## config.mk

```make
export PLATFORM = sky130hd
export DESIGN_NAME = tlv_record_filter_unit
export DESIGN_NICKNAME = d
export VERILOG_FILES = /design/src/rtl/core/tlvf_pkg.sv /design/src/rtl/core/tlvf_in_reg.sv /design/src/rtl/core/tlvf_parser.sv /design/src/rtl/core/tlvf_out_reg.sv /design/src/rtl/core/tlv_record_filter_unit.sv
export SDC_FILE = /design/constraint.sdc
export NUM_CORES = 1
export LEC_CHECK = 0
export ABC_AREA = 0
export BUFFER_PORTS_ARGS = -buffer_cell sky130_fd_sc_hd__buf_2
export CAP_MARGIN = 25
export CORE_ASPECT_RATIO = 1.1
export CORE_MARGIN = 2
export CORE_UTILIZATION = 35
export CTS_BUF_LIST = sky130_fd_sc_hd__clkbuf_2
export DETAILED_ROUTE_END_ITERATION = 10
export HOLD_SLACK_MARGIN = 0.06
export PLACE_DENSITY = 0.54
export SYNTH_ARGS = -nofsm -noshare
export SYNTH_HDL_FRONTEND = slang
export SYNTH_SLANG_ARGS = --single-unit
```

## constraint.sdc

```tcl
create_clock -name clk -period 3.5 [get_ports clk]
set_clock_uncertainty 0.15 [all_clocks]
set_input_delay 0.175 -clock clk [delete_from_list [all_inputs] [get_ports clk]]
set_output_delay 0.175 -clock clk [all_outputs]
set_load 0.01 [all_outputs]
```

## src/rtl/core/tlvf_pkg.sv

```systemverilog
// Shared types and constants for the tag-length-value record filter.
// No dependencies; used by every design module of the block (not by the checker).
`timescale 1ns / 1ps
`default_nettype none

package tlvf_pkg;

  // Configuration register indexes.
  localparam logic [1:0] REG_TARGET_TAG = 2'd0;
  localparam logic [1:0] REG_FIND_MODE  = 2'd1;

  // Field and state widths, and the bit that flags the long length form.
  localparam int BYTE_W        = 8;
  localparam int PAY_W         = 31;
  localparam int LBL_W         = 2;
  localparam int LEN_LARGE_BIT = 7;

  // Parser phase.
  typedef enum logic [1:0] {
    PH_TAG       = 2'd0,
    PH_LEN_FIRST = 2'd1,
    PH_LEN_REST  = 2'd2,
    PH_PAYLOAD   = 2'd3
  } phase_t;

  // Register settings in force.
  typedef struct packed {
    logic [BYTE_W-1:0] target_tag;
    logic              find_mode;
  } cfg_t;

  // One input word.
  typedef struct packed {
    logic [BYTE_W-1:0] data;
    logic              last;
  } item_t;

  // One result word.
  typedef struct packed {
    logic [BYTE_W-1:0] data;
    logic              byte_valid;
    logic              last;
    logic              found;
    logic              truncated;
  } result_t;

endpackage

`default_nettype wire

```

## src/rtl/core/tlvf_in_reg.sv

```systemverilog
// Input register stage of the record filter: holds one accepted word.
// Depends on tlvf_pkg for the word type.
`timescale 1ns / 1ps
`default_nettype none

module tlvf_in_reg (
  input  wire logic            clk,
  input  wire logic            rst,
  input  wire logic            load,
  input  wire logic            drain,
  input  wire tlvf_pkg::item_t item_in,
  output tlvf_pkg::item_t      item,
  output logic                 item_valid
);

  // Valid flag: set on load, cleared when the word moves on without a refill.
  always_ff @(posedge clk) begin
    if (rst) begin
      item_valid <= 1'b0;
    end else if (load) begin
      item_valid <= 1'b1;
    end else if (drain) begin
      item_valid <= 1'b0;
    end
  end

  // Payload needs no reset.
  always_ff @(posedge clk) begin
    if (load) begin
      item <= item_in;
    end
  end

endmodule

`default_nettype wire

```

## src/rtl/core/tlvf_parser.sv

```systemverilog
// Record parser of the filter: phase, length and payload counters, and the
// keep and emit decisions for the word in the input register. Uses tlvf_pkg.
`timescale 1ns / 1ps
`default_nettype none

module tlvf_parser (
  input  wire logic            clk,
  input  wire logic            rst,
  input  wire tlvf_pkg::cfg_t  cfg,
  input  wire tlvf_pkg::item_t item,
  input  wire logic            advance,
  output logic                 has_result,
  output tlvf_pkg::result_t    result
);

  tlvf_pkg::phase_t              phase;
  tlvf_pkg::phase_t              phase_next;
  logic [tlvf_pkg::LBL_W-1:0]    length_bytes_left;
  logic [tlvf_pkg::LBL_W-1:0]    length_bytes_left_next;
  logic [tlvf_pkg::PAY_W-1:0]    payload_left;
  logic [tlvf_pkg::PAY_W-1:0]    payload_left_next;
  logic                          keep_record;
  logic                          keep_record_next;
  logic                          found_seen;
  logic                          found_seen_next;
  logic                          is_payload;
  logic                          tag_hit;
  logic                          emit;
  logic                          in_record;

  assign tag_hit = (item.data == cfg.target_tag);

  // Next state for the current byte, then the result it gives.
  always_comb begin
    phase_next             = phase;
    length_bytes_left_next = length_bytes_left;
    payload_left_next      = payload_left;
    keep_record_next       = keep_record;
    found_seen_next        = found_seen;
    is_payload             = 1'b0;

    case (phase)
      tlvf_pkg::PH_TAG: begin
        if (cfg.find_mode) begin
          keep_record_next = tag_hit && !found_seen;
          if (tag_hit) begin
            found_seen_next = 1'b1;
          end
        end else begin
          keep_record_next = !tag_hit;
        end
        phase_next = tlvf_pkg::PH_LEN_FIRST;
      end
      tlvf_pkg::PH_LEN_FIRST: begin
        // A set top bit selects the four-byte length form.
        if (item.data[tlvf_pkg::LEN_LARGE_BIT]) begin
          payload_left_next      = {{(tlvf_pkg::PAY_W-7){1'b0}}, item.data[6:0]};
          length_bytes_left_next = 2'd3;
        end else begin
          payload_left_next      = {{(tlvf_pkg::PAY_W-8){1'b0}}, item.data};
          length_bytes_left_next = 2'd1;
        end
        phase_next = tlvf_pkg::PH_LEN_REST;
      end
      tlvf_pkg::PH_LEN_REST: begin
        payload_left_next      = {payload_left[tlvf_pkg::PAY_W-9:0], item.data};
        length_bytes_left_next = length_bytes_left - 2'd1;
        if (length_bytes_left_next == '0) begin
          phase_next = (payload_left_next == '0) ? tlvf_pkg::PH_TAG
                                                 : tlvf_pkg::PH_PAYLOAD;
        end
      end
      tlvf_pkg::PH_PAYLOAD: begin
        is_payload        = 1'b1;
        payload_left_next = payload_left - {{(tlvf_pkg::PAY_W-1){1'b0}}, 1'b1};
        if (payload_left_next == '0) begin
          phase_next = tlvf_pkg::PH_TAG;
        end
      end
      default: begin
        phase_next = tlvf_pkg::PH_TAG;
      end
    endcase

    emit       = keep_record_next && (!cfg.find_mode || is_payload);
    in_record  = (phase_next != tlvf_pkg::PH_TAG);
    has_result = emit || item.last;

    result.data       = emit ? item.data : '0;
    result.byte_valid = emit;
    result.last       = item.last;
    result.found      = item.last && cfg.find_mode && found_seen_next;
    result.truncated  = item.last && in_record;

    // The final byte of a stream leaves the parser ready for a new one.
    if (item.last) begin
      phase_next             = tlvf_pkg::PH_TAG;
      length_bytes_left_next = '0;
      payload_left_next      = '0;
      keep_record_next       = 1'b0;
      found_seen_next        = 1'b0;
    end
  end

  // Parser state advances once per word that leaves the input register.
  always_ff @(posedge clk) begin
    if (rst) begin
      phase             <= tlvf_pkg::PH_TAG;
      length_bytes_left <= '0;
      payload_left      <= '0;
      keep_record       <= 1'b0;
      found_seen        <= 1'b0;
    end else if (advance) begin
      phase             <= phase_next;
      length_bytes_left <= length_bytes_left_next;
      payload_left      <= payload_left_next;
      keep_record       <= keep_record_next;
      found_seen        <= found_seen_next;
    end
  end

endmodule

`default_nettype wire

```

## src/rtl/core/tlvf_out_reg.sv

```systemverilog
// Result register of the record filter: holds one word for the receiver.
// Depends on tlvf_pkg for the result type.
`timescale 1ns / 1ps
`default_nettype none

module tlvf_out_reg (
  input  wire logic              clk,
  input  wire logic              rst,
  input  wire logic              load,
  input  wire tlvf_pkg::result_t result_in,
  input  wire logic              take,
  output tlvf_pkg::result_t      result,
  output logic                   result_valid,
  output logic                   free
);

  // The register can take a new word when empty or being emptied this cycle.
  assign free = !result_valid || take;

  always_ff @(posedge clk) begin
    if (rst) begin
      result_valid <= 1'b0;
    end else if (load) begin
      result_valid <= 1'b1;
    end else if (take) begin
      result_valid <= 1'b0;
    end
  end

  always_ff @(posedge clk) begin
    if (load) begin
      result <= result_in;
    end
  end

endmodule

`default_nettype wire

```

## src/rtl/core/tlv_record_filter_unit.sv

```systemverilog
// Tag-length-value record filter, top level.
// Instantiates tlvf_in_reg, tlvf_parser and tlvf_out_reg; uses tlvf_pkg.
//
// Usage:
// The input channel (in_valid/in_ready) carries one stream byte per word,
// with in_last on the final byte of a stream. The output channel
// (out_valid/out_ready) carries at most one word per input byte: a kept
// byte, or a bare end mark (byte_valid low) when the final byte is not
// emitted. found and truncated are meaningful only with out_last.
// The configuration channel (cfg_valid/cfg_ready) writes target_tag at
// index 0 and find_mode at index 1; it is always ready and should be used
// only while no stream word is in flight.
// An accepted byte goes to the input register, its result to the result
// register. One byte is taken every cycle unless a stalled receiver blocks a
// result; the rate is set by the single parse step between the two registers.
// When the receiver stalls, the result register holds its word and the
// input register still takes one more byte; bytes that give no result
// keep flowing until a result needs the occupied result register.
// Reset clears both registers' valid flags, the parser state and the
// configuration registers (target_tag 0, remove mode).
`timescale 1ns / 1ps
`default_nettype none

module tlv_record_filter_unit (
  input  wire logic       clk,
  input  wire logic       rst,
  input  wire logic       in_valid,
  output logic            in_ready,
  input  wire logic [7:0] in_byte,
  input  wire logic       in_last,
  output logic            out_valid,
  input  wire logic       out_ready,
  output logic [7:0]      out_byte,
  output logic            byte_valid,
  output logic            out_last,
  output logic            found,
  output logic            truncated,
  input  wire logic       cfg_valid,
  output logic            cfg_ready,
  input  wire logic [1:0] cfg_index,
  input  wire logic [7:0] cfg_data
);

  tlvf_pkg::cfg_t    cfg;
  tlvf_pkg::item_t   item_in;
  tlvf_pkg::item_t   item;
  tlvf_pkg::result_t result_next;
  tlvf_pkg::result_t result;
  logic              item_valid;
  logic              has_result;
  logic              out_free;
  logic              advance;
  logic              in_load;
  logic              out_load;

  // Configuration registers; writes beyond the list are ignored.
  assign cfg_ready = 1'b1;

  always_ff @(posedge clk) begin
    if (rst) begin
      cfg.target_tag <= '0;
      cfg.find_mode  <= 1'b0;
    end else if (cfg_valid && cfg_ready) begin
      case (cfg_index)
        tlvf_pkg::REG_TARGET_TAG: cfg.target_tag <= cfg_data;
        tlvf_pkg::REG_FIND_MODE:  cfg.find_mode  <= cfg_data[0];
        default: ;
      endcase
    end
  end

  // Pipeline flow control: the held word moves on unless its result is
  // blocked by a full result register.
  assign advance  = item_valid && (!has_result || out_free);
  assign out_load = item_valid && has_result && out_free;
  assign in_ready = !item_valid || advance;
  assign in_load  = in_valid && in_ready;

  assign item_in.data = in_byte;
  assign item_in.last = in_last;

  tlvf_in_reg u_in_reg (
    .clk        (clk),
    .rst        (rst),
    .load       (in_load),
    .drain      (advance),
    .item_in    (item_in),
    .item       (item),
    .item_valid (item_valid)
  );

  tlvf_parser u_parser (
    .clk        (clk),
    .rst        (rst),
    .cfg        (cfg),
    .item       (item),
    .advance    (advance),
    .has_result (has_result),
    .result     (result_next)
  );

  tlvf_out_reg u_out_reg (
    .clk          (clk),
    .rst          (rst),
    .load         (out_load),
    .result_in    (result_next),
    .take         (out_ready),
    .result       (result),
    .result_valid (out_valid),
    .free         (out_free)
  );

  // Output fields.
  assign out_byte   = result.data;
  assign byte_valid = result.byte_valid;
  assign out_last   = result.last;
  assign found      = result.found;
  assign truncated  = result.truncated;

endmodule

`default_nettype wire

```

# Yosys cells after proc, flatten, opt, wreduce, memory -nomap -nowiden
# Cells that the tools add are included.
[word_totals]
reg_bits = 69
inputBits = 24
out_inout_bits = 15
[classes]
n_addsub = 2
n_eq_ne = 5
n_mux = 22
reduce_logical = 34
[ops]
columns = ["cell", "count"]
rows = [
  ["one-hot mux 31 bit (3 select lines)", 1],
  ["logical NOT 31 bit", 2],
  ["two-way mux 31 bit", 1],
  ["subtractor 31 x 1 -> 31 bit, second input constant", 1],
  ["two-way mux 1 bit", 12],
  ["two-way mux 2 bit", 6],
  ["logical AND 1 bit", 9],
  ["equality test 8 bit", 1],
  ["one-hot mux 2 bit (4 select lines)", 1],
  ["AND reduction 2 bit", 4],
  ["logical NOT 1 bit", 6],
  ["logical NOT 2 bit", 3],
  ["nonzero test 2 bit", 3],
  ["logical OR 1 bit", 5],
  ["equality test 2 x 1 -> 1 bit, second input constant", 2],
  ["equality test 2 bit, second input constant", 2],
  ["one-hot mux 2 bit (2 select lines)", 1],
  ["nonzero test 4 bit", 1],
  ["nonzero test 3 bit", 1],
  ["subtractor 2 x 1 -> 2 bit, second input constant", 1],
]

# Logic depth before layout (Yosys ltp)
# Gate-level depths: netlist of run 1.
[logic_depth]
depth_word = 12
depth_mapped = 9

# By module
# Synthesis of run 1 repeated with hierarchy kept, for this count alone.
[hier_totals]
hier_cells = 440
area_unflattened_um2 = 3880.0
[by_module_without_submodules]
columns = ["mod", "instances", "cells_per_inst", "area_each_um2", "seq_area_each_um2"]
rows = [
  ["tlvf_parser", 1, 365, 2708.8, 740.7],
  ["tlv_record_filter_unit", 1, 46, 455.4, 180.2],
  ["tlvf_out_reg", 1, 16, 406.6, 380.4],
  ["tlvf_in_reg", 1, 13, 309.0, 290.3],
]

# Worst setup path before layout of run 1
# OpenSTA, ideal clock, no wires.
[synth_path]
path_kind = "register -> register"
start = "reg u_parser.payload_left[20] (netlist bit)"
end = "reg, netlist name u_out_reg.result[0]"
setup_ns = 0.274
arrival_time_ns = 2.447
required_ns = 3.076
slack_ns = 0.629
path_stages_with_launch = 9
n_path_buf = 1
synth_period_minus_slack_ns = 2.871
path_cell_list = "dfxtp_1 > buf_2 > or4_4 > nand3b_4 > nor2_1 > xor2_1 > or4_1 > nor4_2 > a31oi_1"
[synth_lines]
columns = ["item", "line_no", "rtl"]
rows = [
  ["start, declared", "tlvf_parser.sv:20", "logic [tlvf_pkg::PAY_W-1:0] payload_left;"],
  ["start signal, assigned", "tlvf_parser.sv:116", "payload_left <= payload_left_next;"],
]

==> results of run 1 <==
## what timing repair did
action                    CTS  global route
resized for setup           0             0
setup buffers               0             0
hold endpoints to repair   20             0
hold buffers               29             0
## synthesized netlist by cell type (3+ instances only)
library cell                count  share of area, %
sky130_fd_sc_hd__o2111ai_1      3              0.64
sky130_fd_sc_hd__nor2_1        69               6.3
sky130_fd_sc_hd__and2_1        11               1.7
sky130_fd_sc_hd__or2_2          3              0.46
sky130_fd_sc_hd__clkbuf_8       3               1.0
sky130_fd_sc_hd__nor4_4         5               2.6
sky130_fd_sc_hd__or3_1          3              0.46
sky130_fd_sc_hd__clkbuf_1      22               2.0
sky130_fd_sc_hd__nand2_1       32               2.9
sky130_fd_sc_hd__inv_1         10              0.92
sky130_fd_sc_hd__ha_1           3              0.92
sky130_fd_sc_hd__nor4_1        10               1.5
sky130_fd_sc_hd__nand2b_1       3              0.46
sky130_fd_sc_hd__dfxtp_1       48                24
sky130_fd_sc_hd__xor2_1         7               1.5
sky130_fd_sc_hd__mux2i_1       10               2.4
sky130_fd_sc_hd__a221oi_1       5               1.1
sky130_fd_sc_hd__nor3b_1        4              0.73
sky130_fd_sc_hd__nand4_1        4              0.61
sky130_fd_sc_hd__nor3_1        18               2.2
sky130_fd_sc_hd__a22oi_1       10               1.8
sky130_fd_sc_hd__o31ai_1        4              0.73
sky130_fd_sc_hd__nand3_1        6              0.73
sky130_fd_sc_hd__edfxtp_1      21                15
sky130_fd_sc_hd__nand3b_1       3              0.55
sky130_fd_sc_hd__o211a_1        3              0.73
sky130_fd_sc_hd__xnor2_1       20               4.3
sky130_fd_sc_hd__buf_6          3              0.83
sky130_fd_sc_hd__o21ai_0       26               3.2
sky130_fd_sc_hd__a211oi_1       5              0.92
sky130_fd_sc_hd__a21oi_1       41               5.0
sky130_fd_sc_hd__buf_2          5              0.61
## area by class of cell
cell class	count	area share (%)
multi-input combinational	351	47.3
clock inverter	6	1.51
clock buffer	10	1.06
sequential	69	33.8
timing repair buffer	75	11.5
tap	150	3.99
inverter	10	0.797
## flip-flops by register name, indices dropped and copies added (netlist names)
signal and flops:
u_parser.found_seen 1, u_out_reg.result_valid 1, u_parser.length_bytes_left 2, u_out_reg.result 12
u_parser.keep_record 1, u_parser.payload_left 31, cfg 9, u_in_reg.item_valid 1
u_in_reg.item 9, u_parser.phase 2
## cells by family (layout without fill, tap and decap cells)
logic type	after synthesis	count (layout)	synth area share [%]
other cells	1	1	0.0917
mux	10	10	2.45
buf+inv	47	101	6.55
fa+ha+maj	4	4	1.16
xor+xnor	27	27	5.79
compound gates	116	116	18.5
simple gates	193	193	26.5
flops	69	69	38.9
## layer usage
layer | vias up | track usage, %
met2 | 103 | 29.0
met1 | 1756 | 24.1
met4 | 0 | 6.49
met5 | - | 0
li1 | 1789 | -
met3 | 14 | 3.84
## worst max path at each step
stage | slack [ps] | cells after the start | end | startpoint
2_1_floorplan | 630 | 8 | u_out_reg.result[0]$_DFFE_PP_ | u_parser.payload_left[20]$_SDFFE_PP0P_
3_3_place_gp | 490 | 9 | u_out_reg.result[0]$_DFFE_PP_ | u_parser.payload_left[0]$_SDFFE_PP0P_
3_5_place_dp | 420 | 9 | u_out_reg.result[0]$_DFFE_PP_ | u_parser.payload_left[0]$_SDFFE_PP0P_
4_1_cts | 380 | 9 | u_out_reg.result[0]$_DFFE_PP_ | u_parser.payload_left[1]$_SDFFE_PP0P_
5_1_grt | 200 | 9 | u_out_reg.result[0]$_DFFE_PP_ | u_parser.payload_left[1]$_SDFFE_PP0P_
6_report | 360 | 9 | u_out_reg.result[0]$_DFFE_PP_ | u_parser.payload_left[1]$_SDFFE_PP0P_
## report_power, final
group          switching, W  leakage (nW)  internal [W]
clock              0.000326        0.0691      0.000174
combinational      0.000170          1.02      0.000139
sequential        0.0000279         0.588      0.000853
## stage by stage
stage	setup slack [ps]	power, W	instances	utilization (%)
floorplan	629	0.00110	467	-
global placement	491	0.00118	626	37.6
detailed placement	415	0.00118	626	37.6
CTS	383	0.00170	671	41.2
global route	201	0.00177	671	41.2
finish	363	0.00169	671	41.2
## layout by cell type (no fill, tap or decap), drive strengths merged, types with 3 or more instances in the layout
master / count
and2: 12
dfxtp: 48
nor3: 18
xor2: 7
or3: 4
clkbuf: 10
a221oi: 5
nand3b: 4
o2111ai: 3
or4: 3
o31ai: 4
nand3: 7
nand4: 6
nor2: 69
o211a: 3
nand2: 33
a211oi: 5
a21oi: 41
a2111oi: 3
mux2i: 10
nor3b: 5
or2: 4
dlygate4sd3: 29
nand2b: 3
edfxtp: 21
ha: 3
xnor2: 20
o21ai: 26
nor4: 16
inv: 12
buf: 46
a22oi: 10
==> summary.txt, run 1 <==
STA
--------------------------------------------------------------------------------------
Hold WS                                                                         101 ps
Hold violation total from the final report                                           0
Worst relative slew slack                                                        38.9%
Final setup fails                                                                    0
Ratio of final minimum period to clock period                                    89.6%
Final Critical Period                                                          3140 ps
Worst-Margin Slew                                                               917 ps
Unrepaired setup endpoints after global routing                                  false
Highest clock rate                                                           0.319 GHz
Number of max-slew violations in the final report                                    0
Setup TNS after final layout                                                      0 ps

LOGIC SYNTHESIS
--------------------------------------------------------------------------------------
Syn_nets                                                                           494
Number of synthesized register bits                                                 69
Count of flip-flops with a built-in enable after synthesis                          21
Cell count after synthesis                                                         467
Fraction of the yosys area taken by sequential cells                             38.9%
Post-synthesis cell type count                                                      67
Mapped cell area                                                           0.00409 mm2
Synth Warn #                                                                         0
Average footprint of a synthesized cell                                       8.75 um2
Synth async-reset ratio                                                             0%
Most frequently used flop master after synthesis                          sky130_fd_sc_hd__dfxtp_1

CLOCK NETWORK
--------------------------------------------------------------------------------------
CTS tree                                                                           yes
H-tree depth                                                                         3
Clock insertion delay at the later pin of the skew report                       530 ps
Number of CTS-inserted buffers                                                       9
Buffer levels on the longest clock path                                              2
Root Buffer Master                                                        sky130_fd_sc_hd__clkbuf_2
CTS clock-pin slew for the worst setup and hold paths                           220 ps
Clock sink count                                                                    69

DRT
--------------------------------------------------------------------------------------
Via count                                                                         3662
Routed wire length                                                            11100 um
Highest Signal Layer                                                              met4
Per-cell via count in the routed design                                           5.46
Remaining antenna violation count                                                    0
Initial drt markers                                                                231
DRC violation count after routing                                                    0
Wirelength per Cell                                                            16.5 um
Met2 wire length                                                               5320 um
Met3 wire length                                                                537 um
Detailed-routing wirelength on met1                                            5060 um
Drt first pass iters                                                                 5

GLOBAL ROUTE
--------------------------------------------------------------------------------------
Overall track demand over capacity in global routing                             18.2%
Vias in the first global route                                                    3550
Wire length of the first global-routing pass                                  18200 um
Initial antenna violation count                                                      0
Aggregate global routing overflow                                                    0
Maximum number of pins on one net before global-route repair                        47

FLOORPLAN
--------------------------------------------------------------------------------------
Total core area                                                             0.0114 mm2
Cell row count                                                                      41
Starting Density                                                                 35.7%
Io pins                                                                             39
Die Span X                                                                      107 um
Die area                                                                    0.0126 mm2
Vertical die dimension                                                          117 um

WORST SETUP PATH
--------------------------------------------------------------------------------------
CP arrival                                                                     3290 ps
Top delay family on crit path                                             simple AND/OR/NAND/NOR gates
WP buf/inv                                                                           1
Critical Path End Type                                                        register
Critical path peak fanout                                                            8
Worst r2r src                                                             u_parser.payload_left[1]$_SDFFE_PP0P_
Crit-path max cell delay                                                        540 ps
Capturing point of the worst reg2reg path                                 u_out_reg.result[0]$_DFFE_PP_
R2R cell count                                                                       9
FF-to-FF setup slack                                                            360 ps
Max stage delay cell, worst path                                          sky130_fd_sc_hd__or4_1
Crit path required time                                                        3650 ps
Ordered cell list for the critical path                                   inv_1 -> ha_1 -> nor3b_2 -> nand4_4 -> nor2_1 -> xor2_1 -> or4_1 -> nor4_2 -> a31oi_1
CP Class                                                                  register to register
Startpoint Class                                                              register

HOLD PATH
--------------------------------------------------------------------------------------
Hold Crit Endpoint                                                        u_parser.payload_left[18]$_SDFFE_PP0P_
Worst min-delay path class                                                input pin to register
Hold Path Origin                                                                   rst
Worst Hold Path Cells                                                                2

CELLS AND AREA
--------------------------------------------------------------------------------------
Net count of the finished layout                                                   543
Combined flip-flop and latch cell area                                     0.00159 mm2
Synthesis-to-finish area growth                                                  15.2%
Fill cell count                                                                   1151
Number of antenna cells inserted                                                     0
Final non-filler cell area                                                 0.00471 mm2
Share of layout cells above drive strength 1                                     16.3%
Total area of multi-input combinational cells                              0.00223 mm2

POWER AND IR DROP
--------------------------------------------------------------------------------------
Static leakage                                                                 1.68 nW
Power per standard cell area                                                359 mW/mm2
Peak VDD IR                                                                   0.161 mV

PLACED DESIGN
--------------------------------------------------------------------------------------
Placed wire-length estimate                                                    7370 um
Placed Area                                                                0.00430 mm2
Weighted congestion reported at the end of routability-driven placement          0.900
Total of buffers placed on input and output ports                                   37

FLOW RUN
--------------------------------------------------------------------------------------
Number of max-cap violations                                                         0

RUN STATUS
--------------------------------------------------------------------------------------
Outcome                                                                      completed

(Power assumes the default switching activity.)
==> run 2, diff against run 1 <==
ABC_CLOCK_PERIOD_IN_PS = 3500   (was not set)
CORE_MARGIN = 4   (was 2)
GPL_TIMING_DRIVEN = 0   (was not set)
==> summary.txt, run 2 (synthesis gave the netlist of run 1 again) <==
RUN STATUS
--------------------------------------------------------------------------------------
Outcome                                                                      completed

HOLD PATH
--------------------------------------------------------------------------------------
Worst min-delay path class                                                input pin to register

POWER AND IR DROP
--------------------------------------------------------------------------------------
Power per standard cell area                                                348 mW/mm2
Power share of the combinational group                                           19.4%
Peak VDD IR                                                                   0.217 mV
Switching share of total power                                                   30.9%
Static leakage                                                                 1.73 nW
Clock group share of total power                                                 28.3%
Reg power frac                                                                   52.3%
Post-route total power                                                       0.00167 W
Sw power                                                                    0.000515 W
P_int                                                                        0.00115 W

CLOCK NETWORK
--------------------------------------------------------------------------------------
Root Buffer Master                                                        sky130_fd_sc_hd__clkbuf_2
Buffer levels on the longest clock path                                              2
Number of CTS-inserted buffers                                                       9
Number of buffers added for setup after CTS                                          0
H-tree depth                                                                         3
CTS tree                                                                           yes
CTS clock-pin slew for the worst setup and hold paths                           220 ps
Clock sink count                                                                    69
Clock insertion delay at the later pin of the skew report                       530 ps

FLOORPLAN
--------------------------------------------------------------------------------------
Total core area                                                             0.0114 mm2
Starting Density                                                                 35.7%
Vertical die dimension                                                          121 um
Cell row count                                                                      41
Die Span X                                                                      111 um
Io pins                                                                             39
Die area                                                                    0.0135 mm2

STA
--------------------------------------------------------------------------------------
Unrepaired setup endpoints after global routing                                  false
Worst-Margin Slew                                                               846 ps
Ratio of final minimum period to clock period                                    96.2%
Number of max-slew violations in the final report                                    0
Worst relative slew slack                                                        43.4%
Highest clock rate                                                           0.297 GHz
Final setup fails                                                                    0
Final Critical Period                                                          3370 ps
Hold violation total from the final report                                           0
Setup TNS after final layout                                                      0 ps

CELLS AND AREA
--------------------------------------------------------------------------------------
Highest-count cells in the layout ignoring fill and taps                  sky130_fd_sc_hd__nor2_1 (69), sky130_fd_sc_hd__dfxtp_1 (48), sky130_fd_sc_hd__a21oi_1 (41), sky130_fd_sc_hd__buf_2 (41), sky130_fd_sc_hd__nand2_1 (32)
Share of layout cells above drive strength 1                                     16.1%
Flip-flop count of the largest register after layout                                31
Largest registers ranked by flip-flop count                               u_parser.payload_left (31), u_out_reg.result (12)
Synthesis-to-finish area growth                                                  17.3%
Finished Core Util                                                               41.9%
Most frequent standard cell in the layout excluding fill and tap cells    sky130_fd_sc_hd__nor2_1
Register with the most flip-flops                                         u_parser.payload_left
Final non-filler cell area                                                 0.00480 mm2
Net count of the finished layout                                                   562

WORST SETUP PATH
--------------------------------------------------------------------------------------
CP arrival                                                                     3490 ps
Most repeated library cell on the critical path                           sky130_fd_sc_hd__nor4_4
Startpoint Class                                                              register
WP buf/inv                                                                           1
Top delay family on crit path                                             simple AND/OR/NAND/NOR gates
Ordered cell list for the critical path                                   buf_6 -> nor4_4 -> nand4_2 -> nor2_1 -> xor2_1 -> or4_1 -> nor4_4 -> a31oi_1
FF-to-FF setup slack                                                            130 ps
CP Class                                                                  register to register
Max stage delay cell, worst path                                          sky130_fd_sc_hd__or4_1
Crit path required time                                                        3620 ps
Crit-path max cell delay                                                        590 ps
Critical Path End Type                                                        register
Critical path peak fanout                                                           10

DRT
--------------------------------------------------------------------------------------
Wirelength per Cell                                                            17.8 um
Drt first pass iters                                                                 5
Remaining antenna violation count                                                    0
Via count                                                                         3799
Per-cell via count in the routed design                                           5.50
Initial drt markers                                                                318
Routed wire length                                                            12300 um
DRC violation count after routing                                                    0

GLOBAL ROUTE
--------------------------------------------------------------------------------------
Vias in the first global route                                                    3683
Initial antenna violation count                                                      1
Aggregate global routing overflow                                                    0
Overall track demand over capacity in global routing                             18.6%
Maximum number of pins on one net before global-route repair                        13
Wire length of the first global-routing pass                                  19800 um

FLOW RUN
--------------------------------------------------------------------------------------
Number of max-cap violations                                                         0

PLACED DESIGN
--------------------------------------------------------------------------------------
Placed Area                                                                0.00446 mm2
Weighted congestion reported at the end of routability-driven placement          0.914
Placed wire-length estimate                                                    8590 um
Total of buffers placed on input and output ports                                   36

==> run 2: layout make-up <==
| class | instances | area [um2] |
|---|---|---|
| Antenna cell | 1 | 2.50 |
| Buffer | 37 | 230 |
| Clock buffer | 10 | 50.0 |
| Clock inverter | 6 | 62.6 |
| Fill cell | 1164 | 6640 |
| Inverter | 10 | 37.5 |
| Multi-Input combinational cell | 351 | 2240 |
| Sequential cell | 69 | 1590 |
| Tap cell | 150 | 188 |
| Timing Repair Buffer | 57 | 390 |
==> run 2: power by group through the flow <==
| stage | logic (W) | registers [W] | clock network (W) |
|---|---|---|---|
| after floorplan | 0.000214 | 0.000886 | 0 |
| after global placement | 0.000295 | 0.000888 | 0 |
| after detailed placement | 0.000297 | 0.000889 | 0 |
| after CTS | 0.000317 | 0.000872 | 0.000489 |
| after global routing | 0.000352 | 0.000876 | 0.000520 |
| final | 0.000323 | 0.000872 | 0.000473 |
==> run 2: final timing paths <==
kind	start	to	depth (start not counted)
max	u_parser.payload_left[7]$_SDFFE_PP0P_	u_out_reg.result[0]$_DFFE_PP_	8
min	cfg_index[1]	cfg[1]$_SDFFE_PP0P_	5
max reg2reg	u_parser.payload_left[7]$_SDFFE_PP0P_	u_out_reg.result[0]$_DFFE_PP_	8
min reg2reg	u_parser.length_bytes_left[1]$_SDFFE_PP0P_	u_parser.length_bytes_left[1]$_SDFFE_PP0P_	2
==> run 2: worst min-delay path: cells and delay by family <==
kind | cells | cell delay, ps
multiplexers | 1 | 190
AND/OR/NAND/NOR | 2 | 110
buffers and inverters | 2 | 350
==> run 2: layer usage <==
metal,global-route usage [%],share of wire [%],vias to the layer above
met5,0,0,-
met4,7.38,2.2,0
met3,2.94,6.1,21
met2,30.1,46,141
met1,24.9,45,1807
li1,-,-,1830
==> run 2: per-stage QoR <==
stage / cells / hold slack [ps] / setup slack, ps
finish: 691 / 186 / 133
global route: 691 / 161 / 12.4
CTS: 690 / 144 / 54.3
detailed placement: 653 / 203 / 86.5
global placement: 653 / 202 / 65.6
floorplan: 467 / 124 / 629
==> run 2: what timing repair did <==
item | in CTS | in global routing
setup endpoints to repair | 0 | 3
endpoints found under the hold margin | 25 | 0
resized for setup | 0 | 2
hold buffers | 21 | 0
